### src/rtl/core/setq_pkg.sv
// Shared types and sizes for the sorted expiry timer queue.
`timescale 1ns / 1ps
`default_nettype none
package setq_pkg;

  localparam int CAPACITY    = 16;
  localparam int ID_BITS     = 8;
  localparam int TIME_BITS   = 32;
  localparam int QUEUE_DEPTH = 2;

  localparam int IDX_W   = (CAPACITY > 1) ? $clog2(CAPACITY) : 1;
  localparam int CNT_W   = $clog2(CAPACITY + 1);
  localparam int SUM_W   = CNT_W + 1;
  localparam int ID_IN   = (ID_BITS < 8) ? ID_BITS : 8;
  localparam int TIME_IN = (TIME_BITS < 32) ? TIME_BITS : 32;
  localparam int QPTR_W  = (QUEUE_DEPTH > 1) ? $clog2(QUEUE_DEPTH) : 1;
  localparam int QCNT_W  = $clog2(QUEUE_DEPTH + 1);

  typedef enum logic [1:0] {
    OP_INSERT = 2'd0,
    OP_REMOVE = 2'd1,
    OP_ADJUST = 2'd2,
    OP_TICK   = 2'd3
  } op_t;

  typedef enum logic [2:0] {
    ST_OK      = 3'd0,
    ST_FULL    = 3'd1,
    ST_MISSING = 3'd2,
    ST_EXPIRED = 3'd3,
    ST_NONE    = 3'd4
  } status_t;

  typedef struct packed {
    logic [1:0]  op;
    logic [7:0]  timer_id;
    logic [31:0] expire_time;
    logic [31:0] now_time;
  } request_t;

  typedef struct packed {
    logic [2:0] status;
    logic [7:0] expired_id;
    logic [4:0] count;
    logic       last;
  } result_t;

  typedef struct packed {
    op_t                  op;
    logic [ID_BITS-1:0]   id;
    logic [TIME_BITS-1:0] tval;
  } work_t;

endpackage
`default_nettype wire

### src/rtl/core/setq_front.sv
// Request intake: decodes and masks each request and hands it to the queue.
`timescale 1ns / 1ps
`default_nettype none
module setq_front (
  input  wire logic              clk,
  input  wire logic              rst,
  input  wire logic              start,
  output logic                   busy,
  input  wire setq_pkg::request_t request,
  output logic                   push,
  output setq_pkg::work_t        push_data,
  input  wire logic              q_full
);

  logic            hold_valid;
  setq_pkg::work_t hold;
  setq_pkg::work_t decoded;
  logic            accept;

  always_comb begin
    decoded.op = setq_pkg::op_t'(request.op);
    decoded.id = setq_pkg::ID_BITS'(request.timer_id[setq_pkg::ID_IN-1:0]);
    if (decoded.op == setq_pkg::OP_TICK) begin
      decoded.tval = setq_pkg::TIME_BITS'(request.now_time[setq_pkg::TIME_IN-1:0]);
    end else begin
      decoded.tval = setq_pkg::TIME_BITS'(request.expire_time[setq_pkg::TIME_IN-1:0]);
    end
  end

  assign busy      = hold_valid && q_full;
  assign accept    = start && !busy;
  assign push      = hold_valid && !q_full;
  assign push_data = hold;

  always_ff @(posedge clk) begin
    if (rst) begin
      hold_valid <= 1'b0;
    end else if (accept) begin
      hold_valid <= 1'b1;
    end else if (push) begin
      hold_valid <= 1'b0;
    end
  end

  always_ff @(posedge clk) begin
    if (accept) begin
      hold <= decoded;
    end
  end

endmodule
`default_nettype wire

### src/rtl/core/setq_queue.sv
// Short request queue between intake and the table sequencer.
`timescale 1ns / 1ps
`default_nettype none
module setq_queue (
  input  wire logic            clk,
  input  wire logic            rst,
  input  wire logic            push,
  input  wire setq_pkg::work_t push_data,
  output logic                 full,
  input  wire logic            pop,
  output logic                 head_valid,
  output setq_pkg::work_t      head
);

  setq_pkg::work_t                  slots [setq_pkg::QUEUE_DEPTH];
  logic [setq_pkg::QPTR_W-1:0]      wr_ptr;
  logic [setq_pkg::QPTR_W-1:0]      rd_ptr;
  logic [setq_pkg::QCNT_W-1:0]      fill;

  assign full       = (fill == setq_pkg::QCNT_W'(setq_pkg::QUEUE_DEPTH));
  assign head_valid = (fill != '0);
  assign head       = slots[rd_ptr];

  always_ff @(posedge clk) begin
    if (rst) begin
      wr_ptr <= '0;
      rd_ptr <= '0;
      fill   <= '0;
    end else begin
      if (push) begin
        wr_ptr <= (wr_ptr == setq_pkg::QPTR_W'(setq_pkg::QUEUE_DEPTH - 1)) ? '0 : wr_ptr + 1'b1;
      end
      if (pop) begin
        rd_ptr <= (rd_ptr == setq_pkg::QPTR_W'(setq_pkg::QUEUE_DEPTH - 1)) ? '0 : rd_ptr + 1'b1;
      end
      if (push && !pop) begin
        fill <= fill + 1'b1;
      end else if (pop && !push) begin
        fill <= fill - 1'b1;
      end
    end
  end

  always_ff @(posedge clk) begin
    if (push) begin
      slots[wr_ptr] <= push_data;
    end
  end

endmodule
`default_nettype wire

### src/rtl/core/setq_back.sv
// Table sequencer: sorted timer memory walked one entry per cycle.
`timescale 1ns / 1ps
`default_nettype none
module setq_back (
  input  wire logic            clk,
  input  wire logic            rst,
  input  wire logic            head_valid,
  input  wire setq_pkg::work_t head,
  output logic                 pop,
  output logic                 result_strobe,
  output setq_pkg::result_t    result
);

  typedef enum logic [9:0] {
    S_IDLE    = 10'b00_0000_0001,
    S_DISP    = 10'b00_0000_0010,
    S_INS     = 10'b00_0000_0100,
    S_INS_CMP = 10'b00_0000_1000,
    S_FND_CMP = 10'b00_0001_0000,
    S_SHD_CMP = 10'b00_0010_0000,
    S_SCAN    = 10'b00_0100_0000,
    S_OUT     = 10'b00_1000_0000,
    S_MOVE    = 10'b01_0000_0000,
    S_REPORT  = 10'b10_0000_0000
  } state_t;

  localparam int SW = setq_pkg::SUM_W;
  localparam int CW = setq_pkg::CNT_W;
  localparam int IW = setq_pkg::IDX_W;

  logic [setq_pkg::TIME_BITS-1:0] exp_mem [setq_pkg::CAPACITY];
  logic [setq_pkg::ID_BITS-1:0]   id_mem  [setq_pkg::CAPACITY];
  logic [setq_pkg::TIME_BITS-1:0] rd_exp;
  logic [setq_pkg::ID_BITS-1:0]   rd_id;

  state_t            state, state_next;
  setq_pkg::work_t   cmd, cmd_next;
  logic [CW-1:0]     cnt, cnt_next;
  logic [CW-1:0]     ptr, ptr_next;
  logic [CW-1:0]     npop, npop_next;
  setq_pkg::status_t stat, stat_next;

  logic          we;
  logic [IW-1:0] waddr;
  logic          w_from_rd;
  logic          re;
  logic [SW-1:0] rsum;

  logic [SW-1:0] cnt_w;
  logic [SW-1:0] ptr_w;
  logic [SW-1:0] npop_w;
  logic          ptr1_lt_cnt;
  logic          ptr2_lt_cnt;

  assign cnt_w       = SW'(cnt);
  assign ptr_w       = SW'(ptr);
  assign npop_w      = SW'(npop);
  assign ptr1_lt_cnt = (ptr_w + SW'(1)) < cnt_w;
  assign ptr2_lt_cnt = (ptr_w + SW'(2)) < cnt_w;

  always_comb begin
    state_next    = state;
    cmd_next      = cmd;
    cnt_next      = cnt;
    ptr_next      = ptr;
    npop_next     = npop;
    stat_next     = stat;
    pop           = 1'b0;
    we            = 1'b0;
    waddr         = ptr[IW-1:0];
    w_from_rd     = 1'b0;
    re            = 1'b0;
    rsum          = '0;
    result_strobe = 1'b0;
    result        = '0;
    case (state)
      S_IDLE: begin
        if (head_valid) begin
          pop        = 1'b1;
          cmd_next   = head;
          state_next = S_DISP;
        end
      end
      S_DISP: begin
        case (cmd.op)
          setq_pkg::OP_INSERT: begin
            if (cnt_w >= SW'(setq_pkg::CAPACITY)) begin
              stat_next  = setq_pkg::ST_FULL;
              state_next = S_REPORT;
            end else begin
              ptr_next   = cnt;
              state_next = S_INS;
            end
          end
          setq_pkg::OP_REMOVE, setq_pkg::OP_ADJUST: begin
            if (cnt == '0) begin
              stat_next  = setq_pkg::ST_MISSING;
              state_next = S_REPORT;
            end else begin
              re         = 1'b1;
              ptr_next   = '0;
              state_next = S_FND_CMP;
            end
          end
          default: begin
            if (cnt == '0) begin
              stat_next  = setq_pkg::ST_NONE;
              state_next = S_REPORT;
            end else begin
              re         = 1'b1;
              ptr_next   = '0;
              state_next = S_SCAN;
            end
          end
        endcase
      end
      S_INS: begin
        if (ptr == '0) begin
          we         = 1'b1;
          cnt_next   = cnt + 1'b1;
          stat_next  = setq_pkg::ST_OK;
          state_next = S_REPORT;
        end else begin
          re         = 1'b1;
          rsum       = ptr_w - SW'(1);
          state_next = S_INS_CMP;
        end
      end
      S_INS_CMP: begin
        we = 1'b1;
        if (rd_exp > cmd.tval) begin
          w_from_rd = 1'b1;
          ptr_next  = ptr - 1'b1;
          if (ptr == CW'(1)) begin
            state_next = S_INS;
          end else begin
            re   = 1'b1;
            rsum = ptr_w - SW'(2);
          end
        end else begin
          cnt_next   = cnt + 1'b1;
          stat_next  = setq_pkg::ST_OK;
          state_next = S_REPORT;
        end
      end
      S_FND_CMP: begin
        if (rd_id == cmd.id) begin
          if (ptr1_lt_cnt) begin
            re         = 1'b1;
            rsum       = ptr_w + SW'(1);
            state_next = S_SHD_CMP;
          end else begin
            cnt_next = cnt - 1'b1;
            if (cmd.op == setq_pkg::OP_ADJUST) begin
              ptr_next   = cnt - 1'b1;
              state_next = S_INS;
            end else begin
              stat_next  = setq_pkg::ST_OK;
              state_next = S_REPORT;
            end
          end
        end else if (ptr1_lt_cnt) begin
          re       = 1'b1;
          rsum     = ptr_w + SW'(1);
          ptr_next = ptr + 1'b1;
        end else begin
          stat_next  = setq_pkg::ST_MISSING;
          state_next = S_REPORT;
        end
      end
      S_SHD_CMP: begin
        we        = 1'b1;
        w_from_rd = 1'b1;
        if (ptr2_lt_cnt) begin
          re       = 1'b1;
          rsum     = ptr_w + SW'(2);
          ptr_next = ptr + 1'b1;
        end else begin
          cnt_next = cnt - 1'b1;
          if (cmd.op == setq_pkg::OP_ADJUST) begin
            ptr_next   = cnt - 1'b1;
            state_next = S_INS;
          end else begin
            stat_next  = setq_pkg::ST_OK;
            state_next = S_REPORT;
          end
        end
      end
      S_SCAN: begin
        if (rd_exp <= cmd.tval) begin
          if (ptr1_lt_cnt) begin
            re       = 1'b1;
            rsum     = ptr_w + SW'(1);
            ptr_next = ptr + 1'b1;
          end else begin
            npop_next  = ptr + 1'b1;
            re         = 1'b1;
            ptr_next   = '0;
            state_next = S_OUT;
          end
        end else if (ptr == '0) begin
          stat_next  = setq_pkg::ST_NONE;
          state_next = S_REPORT;
        end else begin
          npop_next  = ptr;
          re         = 1'b1;
          ptr_next   = '0;
          state_next = S_OUT;
        end
      end
      S_OUT: begin
        result_strobe     = 1'b1;
        result.status     = setq_pkg::ST_EXPIRED;
        result.expired_id = 8'(rd_id);
        result.count      = 5'(cnt - npop);
        result.last       = ((ptr_w + SW'(1)) == npop_w);
        if ((ptr_w + SW'(1)) < npop_w) begin
          re       = 1'b1;
          rsum     = ptr_w + SW'(1);
          ptr_next = ptr + 1'b1;
        end else if (npop < cnt) begin
          re         = 1'b1;
          rsum       = npop_w;
          ptr_next   = '0;
          state_next = S_MOVE;
        end else begin
          cnt_next   = '0;
          state_next = S_IDLE;
        end
      end
      S_MOVE: begin
        we        = 1'b1;
        w_from_rd = 1'b1;
        if ((ptr_w + npop_w + SW'(1)) < cnt_w) begin
          re       = 1'b1;
          rsum     = ptr_w + npop_w + SW'(1);
          ptr_next = ptr + 1'b1;
        end else begin
          cnt_next   = cnt - npop;
          state_next = S_IDLE;
        end
      end
      S_REPORT: begin
        result_strobe     = 1'b1;
        result.status     = stat;
        result.expired_id = '0;
        result.count      = 5'(cnt);
        result.last       = 1'b1;
        state_next        = S_IDLE;
      end
      default: begin
        state_next = S_IDLE;
      end
    endcase
  end

  always_ff @(posedge clk) begin
    if (rst) begin
      state <= S_IDLE;
      cnt   <= '0;
    end else begin
      state <= state_next;
      cnt   <= cnt_next;
    end
  end

  always_ff @(posedge clk) begin
    cmd  <= cmd_next;
    ptr  <= ptr_next;
    npop <= npop_next;
    stat <= stat_next;
  end

  always_ff @(posedge clk) begin
    if (we) begin
      exp_mem[waddr] <= w_from_rd ? rd_exp : cmd.tval;
      id_mem[waddr]  <= w_from_rd ? rd_id : cmd.id;
    end
  end

  always_ff @(posedge clk) begin
    if (re) begin
      rd_exp <= exp_mem[rsum[IW-1:0]];
      rd_id  <= id_mem[rsum[IW-1:0]];
    end
  end

endmodule
`default_nettype wire

### src/rtl/core/sorted_expiry_timer_queue_core.sv
// Top level of the sorted expiry timer queue.
// A request is taken when start is high and busy is low; up to three requests can be taken
// ahead of the one being worked on. Each result appears for exactly one cycle with
// result_strobe high and cannot be held off; a tick that pops timers gives one result per
// popped timer, back to back, with last set on the final one. The table lives in a memory
// with one read and one write port and is walked one entry per cycle. A request passes through
// the intake register and the queue to the sequencer, which searches and shifts the table for
// insert, remove and adjust, and for a tick scans the due entries, reports them, then closes
// the gap.
`timescale 1ns / 1ps
`default_nettype none
module sorted_expiry_timer_queue_core (
  input  wire logic               clk,
  input  wire logic               rst,
  input  wire logic               start,
  output logic                    busy,
  input  wire setq_pkg::request_t request,
  output logic                    result_strobe,
  output setq_pkg::result_t       result
);

  logic            push;
  setq_pkg::work_t push_data;
  logic            q_full;
  logic            pop;
  logic            head_valid;
  setq_pkg::work_t head;

  setq_front u_front (
    .clk       (clk),
    .rst       (rst),
    .start     (start),
    .busy      (busy),
    .request   (request),
    .push      (push),
    .push_data (push_data),
    .q_full    (q_full)
  );

  setq_queue u_queue (
    .clk        (clk),
    .rst        (rst),
    .push       (push),
    .push_data  (push_data),
    .full       (q_full),
    .pop        (pop),
    .head_valid (head_valid),
    .head       (head)
  );

  setq_back u_back (
    .clk           (clk),
    .rst           (rst),
    .head_valid    (head_valid),
    .head          (head),
    .pop           (pop),
    .result_strobe (result_strobe),
    .result        (result)
  );

endmodule
`default_nettype wire

### config.mk
export PLATFORM = sky130hd
export DESIGN_NAME = sorted_expiry_timer_queue_core
export DESIGN_NICKNAME = d
export VERILOG_FILES = /design/src/rtl/core/setq_pkg.sv /design/src/rtl/core/setq_front.sv /design/src/rtl/core/setq_queue.sv /design/src/rtl/core/setq_back.sv /design/src/rtl/core/sorted_expiry_timer_queue_core.sv
export SDC_FILE = /design/constraint.sdc
export NUM_CORES = 1
export LEC_CHECK = 0
export ABC_AREA = 1
export BUFFER_PORTS_ARGS = -buffer_cell sky130_fd_sc_hd__buf_2
export CAP_MARGIN = 20
export CORE_MARGIN = 5
export CORE_UTILIZATION = 50
export DETAILED_ROUTE_END_ITERATION = 10
export GPL_ROUTABILITY_DRIVEN = 1
export PLACE_DENSITY = 0.73
export SYNTH_ARGS = -nofsm -noshare
export SYNTH_HDL_FRONTEND = slang
export SYNTH_SLANG_ARGS = --single-unit
### constraint.sdc
create_clock -name clk -period 7.4 [get_ports clk]
set_input_delay 0 -clock clk [delete_from_list [all_inputs] [get_ports clk]]
set_output_delay 0 -clock clk [all_outputs]
set_load 0.02 [all_outputs]
==> reports/qor.csv, run 1 <==
stage,metric,value,unit
setup_path,worst reg-to-reg path cell count,22,
cells_and_area,Fillers,6352,
logic_synthesis,Mapped Nets,3875,
die,die area,85380,um2
setup_path,Worst Path Max Fanout,41,
logic_synthesis,Synth Register Bits,881,
detailed_routing,vias per inst,5.572,
sta,Final Hold Fails,0,
global_route,Total Routing Usage GR,0.2437,
sta,Slew headroom,0.2497,
setup_path,WP data arrival,6.22,ns
setup_path,"Req. time, crit path",7.79,ns
logic_synthesis,sequential-to-total area share from yosys stat,0.6594,
cts,Post-CTS Setup Inserts,0,
sta,final setup vio count,0,
logic_synthesis,number of flops mapped to enable cells by yosys,861,
sta,Slew @ Worst Pin,1.125,ns
placement,Placement Setup Slack,1.715,ns
sta,Final TNS setup,0,ns
run,maxcap violations,0,
cts,post-CTS resize count,0,
logic_synthesis,Async SR Flop Fraction,0,
pwr,power after layout,12940,uW
sta,maximum achievable frequency,171.4,MHz
logic_synthesis,top cell type by total area after synthesis,edfxtp_1,
detailed_routing,WL/cell,21.31,um
cells_and_area,most frequent cells in the layout,"nand2_1, edfxtp_1, nand3_1, inv_1, nand3b_1",
placement,DP Cell Count,4780,
global_route,vias in the first global route,26780,
placement,Routability Congestion,0.9893,
sta,fin crit share,0.7883,
cells_and_area,diode count,0,
detailed_routing,Antenna Nets Post-Route,0,
die,Initial Util,0.5040,
hold_path,HP Class,in -> reg,
die,width of the die,292.2,um
cells_and_area,Layout Cells excl Fill,5020,
detailed_routing,drt pass-1 iters,8,
hold_path,worst hold stages,2,
cells_and_area,layout cells sized above 1,0.1030,
cts,Clock Path Buffers,3,
cts,clock root buffer,clkbuf_16,
cts,CTS buffer count,87,
logic_synthesis,synth top area cells,"edfxtp_1, nand2_1, nand3_1",
sta,Final min period,5.833,ns
logic_synthesis,synth unique cells,53,
die,row count,103,
detailed_routing,routed vias,27970,
cts,H-Tree Depth,3,
sta,clock skew,0.03619,ns
cts,"Clk Latency, worst-skew pair",0.65,ns
placement,post-DP HPWL,56520,um
setup_path,Worst setup EP type,register,
sta,unrepaired setup endpoints after global routing,no,
cts,clk sinks,881,
cts,CTS tree,done,
detailed_routing,DRC viols,0,
pwr,"IR drop worst, VDD",214.9,uV
logic_synthesis,Syn Area/Cell,10.69,um2
global_route,initial antenna violation count,0,
logic_synthesis,Ys Warns,0,
global_route,largest net degree at the start of global routing,161,
detailed_routing,WL final,107000,um
die,I/O pin cnt,96,
logic_synthesis,Syn Inst Count,3724,
cells_and_area,Layout area overhead,13.79,%
cells_and_area,Final nets,4047,
setup_path,WS Path Type,reg -> reg,
cts,clk slew on worst S/H paths,0.06,ns
die,core area,79000,um2
cells_and_area,"commonest non-fill, non-tap cell in the layout",nand2_1,
cts,cts hold-fix bufs,77,
sta,"Slew Viols, Final",0,
pwr,leakage power,0.01806,uW
setup_path,Startpoint Class,register,
global_route,gr ovfl total,0,
logic_synthesis,share of the synthesized area in the top cell type,0.6494,
pwr,PwrDens,285.6,nW/um2
logic_synthesis,commonest register cell after synthesis,edfxtp_1,
sta,final worst slack,1.567,ns
logic_synthesis,Syn Std Cell Area,39820,um2
detailed_routing,DR iter-0 viols,3008,
run_status,outcome,finished clean,
die,Die Ht,292.2,um
global_route,first-pass GRT wire length,160900,um
placement,Port-buffer cells,95,
[synth_stat cells (7+ instances only)]
cell type / count
buf_4: 39
buf_1: 12
nor3_1: 21
a21oi_1: 41
nand2_1: 1303
ha_1: 72
nand4_1: 22
nand3_1: 369
dfxtp_1: 20
clkbuf_1: 79
o21ai_0: 113
xnor2_1: 7
mux2_2: 32
buf_2: 47
edfxtp_1: 861
xor2_1: 15
o22ai_1: 7
inv_1: 321
nand3b_1: 161
nor2_1: 97
inv_2: 9
[power by group]
group          internal [uW]  total (uW)  switching [uW]
logic                    617        2190            1570
registers               6180        6320             138
clock network           2520        4430            1910
total                   9320       12900            3620
[worst paths after layout]
path,startpoint,to,slack (ns)
worst min-delay path,request[64],u_front.push_data[32]$_DFFE_PP_,0.09
worst max-delay path,u_back.ptr[0]$_DFFE_PP_,u_back.rd_exp[3]$_DFFE_PP_,1.57
worst min register to register,u_front.push_data[19]$_DFFE_PP_,u_queue.slots[0][19]$_DFFE_PP_,0.44
worst max register to register,u_back.ptr[0]$_DFFE_PP_,u_back.rd_exp[3]$_DFFE_PP_,1.57
[area by class of cell]
class	instances	area (um2)	share of cell area
sequential	881	26260	0.5795
multi-input combinational	2333	11640	0.2570
clock inverter	61	560.5	0.01237
tap	1050	1314	0.02900
inverter	332	1247	0.02753
clock buffer	102	2297	0.05070
timing repair buffer	261	1989	0.04391
[registers in the layout (all words and copies together), names as in the netlist, 2 cells and up]
register / count
u_front.push_data: 42
u_back.cnt: 5
u_back.cmd: 42
u_back.ptr: 5
u_back.exp_mem: 512
u_back.state: 10
u_queue.fill: 2
u_back.rd_exp: 32
u_back.rd_id: 8
u_back.npop: 5
u_back.id_mem: 128
u_back.stat: 3
u_queue.slots: 84
[worst max-delay path: stages (launching register included)]
cell,delay (ns)
edfxtp_1,0.68
inv_1,0.40
ha_1,0.34
fa_1,0.46
xnor2_1,0.17
ha_1,0.30
nand2_1,0.05
inv_1,0.04
nand2_1,0.04
nand3_1,0.08
nand2_1,0.09
nand2_1,0.21
inv_1,0.11
nand3_1,0.12
nand4_1,0.16
nor2_4,0.10
buf_4,0.46
clkinv_2,0.89
buf_12,0.51
nand3_1,0.12
nand2_1,0.05
nand2_1,0.05
nand2_1,0.08
[metal layers]
layer	wire (um)	GRT usage
met1	42870	0.3381
met2	51090	0.4019
met3	10180	0.03940
met4	2812	0.07181
met5	0	0
[stage by stage]
step | utilization | hold slack (ns) | area, um2
final | 0.5735 | 0.08694 | 45310
after global routing | 0.5735 | 0.09326 | 45310
after CTS | 0.5735 | 0.05006 | 45310
after floorplan | - | 0.09887 | 39820
after global placement | 0.5273 | 0.1790 | 41660
after detailed placement | 0.5276 | 0.1784 | 41680
[logic make-up (layout without fill, tap and decap cells)]
family | Yosys count | after routing | share of synthesized area
compound gates | 200 | 200 | 0.02853
xor+xnor | 22 | 22 | 0.004840
fa+ha+maj | 74 | 74 | 0.02363
buf+inv | 510 | 756 | 0.05342
flops | 881 | 881 | 0.6594
mux | 32 | 32 | 0.009050
simple gates | 2005 | 2005 | 0.2211
No activity file was read; power rests on OpenSTA's default activity.
==> inputs of run 2 (changes only) <==
--- a/config.mk
+++ b/config.mk
@@ -12,7 +12,7 @@
 export CORE_UTILIZATION = 50
 export DETAILED_ROUTE_END_ITERATION = 10
 export GPL_ROUTABILITY_DRIVEN = 1
-export PLACE_DENSITY = 0.73
+export PLACE_DENSITY = 0.76
 export SYNTH_ARGS = -nofsm -noshare
 export SYNTH_HDL_FRONTEND = slang
 export SYNTH_SLANG_ARGS = --single-unit
==> constraint.sdc (replaced) <==
create_clock -name clk -period 4.75 [get_ports clk]
set_input_delay 0 -clock clk [delete_from_list [all_inputs] [get_ports clk]]
set_output_delay 0 -clock clk [all_outputs]
set_load 0.02 [all_outputs]
==> reports/qor.csv, run 2 (same netlist as run 1, synthesis figures left out) <==
stage,metric,value,unit,change
setup_path,Worst Path Max Fanout,58,,was 41
setup_path,critical path cell sequence,ha_1 -> nand2_2 -> o21ai_0 -> inv_1 -> ha_1 -> nand2_1 -> nand2_1 -> nand3_1 -> nand4_1 -> buf_4 -> inv_1 -> nand3_1 -> nand2_1 -> nand2_1 -> nand3_4 -> buf_12 -> nand3_1 -> nand3_1 -> nand2_1 -> nand2_1 -> nand2_1,,was inv_1 -> ha_1 -> fa_1 -> xnor2_1 -> ha_1 -> nand2_1 -> inv_1 -> nand2_1 -> nand3_1 -> nand2_1 -> nand2_1 -> inv_1 -> nand3_1 -> nand4_1 -> nor2_4 -> buf_4 -> clkinv_2 -> buf_12 -> nand3_1 -> nand2_1 -> nand2_1 -> nand2_1
die,die area,85380,um2,unchanged
setup_path,Critical Path Slowest Stage Cell,edfxtp_1,,was clkinv_2
die,row count,103,,unchanged
pwr,leakage power,0.01823,uW,was 0.01806 uW
cells_and_area,biggest regs,"u_back.exp_mem: 512 flops, u_back.id_mem: 128 flops, u_queue.slots: 84 flops",,unchanged
die,Die Ht,292.2,um,unchanged
pwr,PwrDens,437.1,nW/um2,was 285.6 nW/um2
sta,fin crit share,0.9515,,was 0.7883
setup_path,worst reg-to-reg path cell count,21,,was 22
placement,post-DP HPWL,58890,um,was 56520 um
hold_path,WHS Endpoint,u_front.push_data[39]$_DFFE_PP_,,was u_front.push_data[32]$_DFFE_PP_
setup_path,Startpoint Class,register,,unchanged
setup_path,WP data arrival,4.92,ns,was 6.22 ns
cells_and_area,layout cells sized above 1,0.1076,,was 0.1030
hold_path,worst hold stages,2,,unchanged
global_route,initial antenna violation count,0,,unchanged
sta,"Slew Viols, Final",0,,unchanged
sta,final worst slack,0.2305,ns,was 1.567 ns
global_route,gr ovfl total,0,,unchanged
cts,Clock Path Buffers,3,,unchanged
detailed_routing,Antenna Nets Post-Route,0,,unchanged
cts,clk slew on worst S/H paths,0.06,ns,about the same
setup_path,WS Path Type,reg -> reg,,unchanged
detailed_routing,routed vias,28190,,was 27.97k
die,width of the die,292.2,um,unchanged
cells_and_area,Layout area overhead,14.86,%,was 13.79%
global_route,met2 Resource Use GR,0.4019,,about the same
cells_and_area,most frequent cells in the layout,"nand2_1, edfxtp_1, nand3_1, inv_1, nand3b_1",,unchanged
run_status,outcome,finished clean,,unchanged
setup_path,RR Endpoint,u_back.rd_exp[27]$_DFFE_PP_,,was u_back.rd_exp[3]$_DFFE_PP_
placement,Routability Congestion,0.9773,,was 0.9893
detailed_routing,WL final,106100,um,was 107000 um
sta,maximum achievable frequency,221.3,MHz,was 171.4 MHz
setup_path,Reg2Reg Setup Slack,0.23,ns,was 1.57 ns
cells_and_area,"commonest non-fill, non-tap cell in the layout",nand2_1,,unchanged
global_route,Total Routing Usage GR,0.2409,,was 0.2437
setup_path,"Req. time, crit path",5.15,ns,was 7.79 ns
sta,unrepaired setup endpoints after global routing,no,,unchanged
die,Initial Util,0.5040,,unchanged
cts,Post-CTS Setup Inserts,0,,unchanged
cts,clock root buffer,clkbuf_16,,unchanged
cts,clk sinks,881,,unchanged
cells_and_area,Final nets,4081,,was 4047
detailed_routing,WL/cell,21.02,um,was 21.31 um
cells_and_area,max reg flops,512,,unchanged
hold_path,HP Class,in -> reg,,unchanged
setup_path,Worst setup EP type,register,,unchanged
run,maxcap violations,0,,unchanged
sta,Slew @ Worst Pin,1.216,ns,was 1.125 ns
global_route,first-pass GRT wire length,159600,um,was 160900 um
pwr,"IR drop worst, VDD",345.5,uV,was 214.9 uV
cts,CTS buffer count,88,,was 87
sta,Final Hold Fails,0,,unchanged
cts,CTS tree,done,,unchanged
cells_and_area,Fillers,6165,,was 6352
global_route,vias in the first global route,27070,,was 26.78k
placement,Port-buffer cells,95,,unchanged
setup_path,crit-path most repeated cell,nand2_1,,unchanged
cts,H-Tree Depth,3,,unchanged
cells_and_area,Biggest register,u_back.exp_mem,,unchanged
die,core area,79000,um2,unchanged
die,I/O pin cnt,96,,unchanged
sta,Final min period,4.520,ns,was 5.833 ns
global_route,GRT busiest layer,met2,,unchanged
setup_path,worst reg2reg path startpoint,u_back.ptr[2]$_DFFE_PP_,,was u_back.ptr[0]$_DFFE_PP_
placement,Placement Setup Slack,0.4081,ns,was 1.715 ns
cts,"Clk Latency, worst-skew pair",0.66,ns,was 0.65 ns
sta,clock skew,0.03192,ns,was 0.03619 ns
detailed_routing,vias per inst,5.588,,was 5.572
detailed_routing,DR iter-0 viols,2998,,was 3008
sta,Slew headroom,0.1817,,was 0.2497
global_route,largest net degree at the start of global routing,86,,was 161
hold_path,Worst Min Path Start,request[71],,was request[64]
global_route,met1 Resource Use GR,0.3280,,was 0.3381
global_route,met3 Track Usage GR,0.03468,,was 0.03940
sta,final setup vio count,0,,unchanged
sta,hold slack,0.06598,ns,was 0.08694 ns
cells_and_area,diode count,0,,unchanged
sta,Final TNS setup,0,ns,unchanged
detailed_routing,DRC viols,0,,unchanged
detailed_routing,drt pass-1 iters,5,,was 8
setup_path,largest stage delay on the critical path,0.48,ns,was 0.89 ns
==> run 2: changes by cell type in the layout (fill, tap and decap cells not counted), moves of 3 or more <==
cell      before  now
buf_12         6   28
buf_4         83   93
clkbuf_1      12   19
clkinv_1      22   19
clkinv_2      25   14
==> run 2: critical path: cells and delay by family (launching register included) <==
kind	cells	cell delay, ns
compound gates	1	0.36
buf+inv	4	0.89
fa+ha+maj	2	0.61
flops	1	0.48
simple gates	14	1.85
==> run 2: cell type report <==
cell class,count,area [um2],area share
multi-input cells,2334,11650,0.2547
inverters,332,1246,0.02725
flip-flops and latches,881,26260,0.5741
clock inverters,48,491.7,0.01075
clock buffers,107,2273,0.04971
well taps,1050,1314,0.02873
repair buffers,293,2505,0.05477
==> run 2: power breakdown <==
part           total (uW)  internal [uW]  switching [uW]
combinational        3500           1030            2470
sequential           9800           9630             164
clock                6700           3760            2940
total               20000          14400            5570
==> run 2: through the flow <==
step | cells | power, uW | cell area, um2 | util
floorplan | 3724 | 12000 | 39820 | -
global placement | 4812 | 13270 | 42190 | 0.5341
detailed placement | 4812 | 13340 | 42190 | 0.5341
CTS | 5044 | 20020 | 45730 | 0.5788
global route | 5045 | 20790 | 45730 | 0.5789
finish | 5045 | 19990 | 45730 | 0.5789
==> run 2: timing repair <==
| item | CTS | global route |
|---|---|---|
| endpoints found under the hold margin | 56 | 0 |
| hold buffers | 77 | 0 |
| endpoints found under the setup margin | 0 | 1 |
| gates resized for setup | 0 | 0 |
==> run 2: metal layers <==
layer  part of all wire  wire length (um)
met1               0.39             41040
met2               0.48             50520
met3               0.10             10870
met4              0.034              3624
met5                  0                 0
==> run 2: worst max path at each step <==
stage,depth (start not counted),slack [ns],end,from
after floorplan,16,0.15,u_back.rd_exp[0]$_DFFE_PP_,u_back.ptr[0]$_DFFE_PP_
after global placement,20,0.47,u_back.rd_id[6]$_DFFE_PP_,u_back.ptr[0]$_DFFE_PP_
after detailed placement,21,0.41,u_back.rd_exp[14]$_DFFE_PP_,u_back.ptr[2]$_DFFE_PP_
after CTS,20,0.37,u_back.rd_exp[10]$_DFFE_PP_,u_back.ptr[2]$_DFFE_PP_
after global routing,23,0.07,u_back.rd_id[5]$_DFFE_PP_,u_back.ptr[0]$_DFFE_PP_
final,21,0.23,u_back.rd_exp[27]$_DFFE_PP_,u_back.ptr[2]$_DFFE_PP_
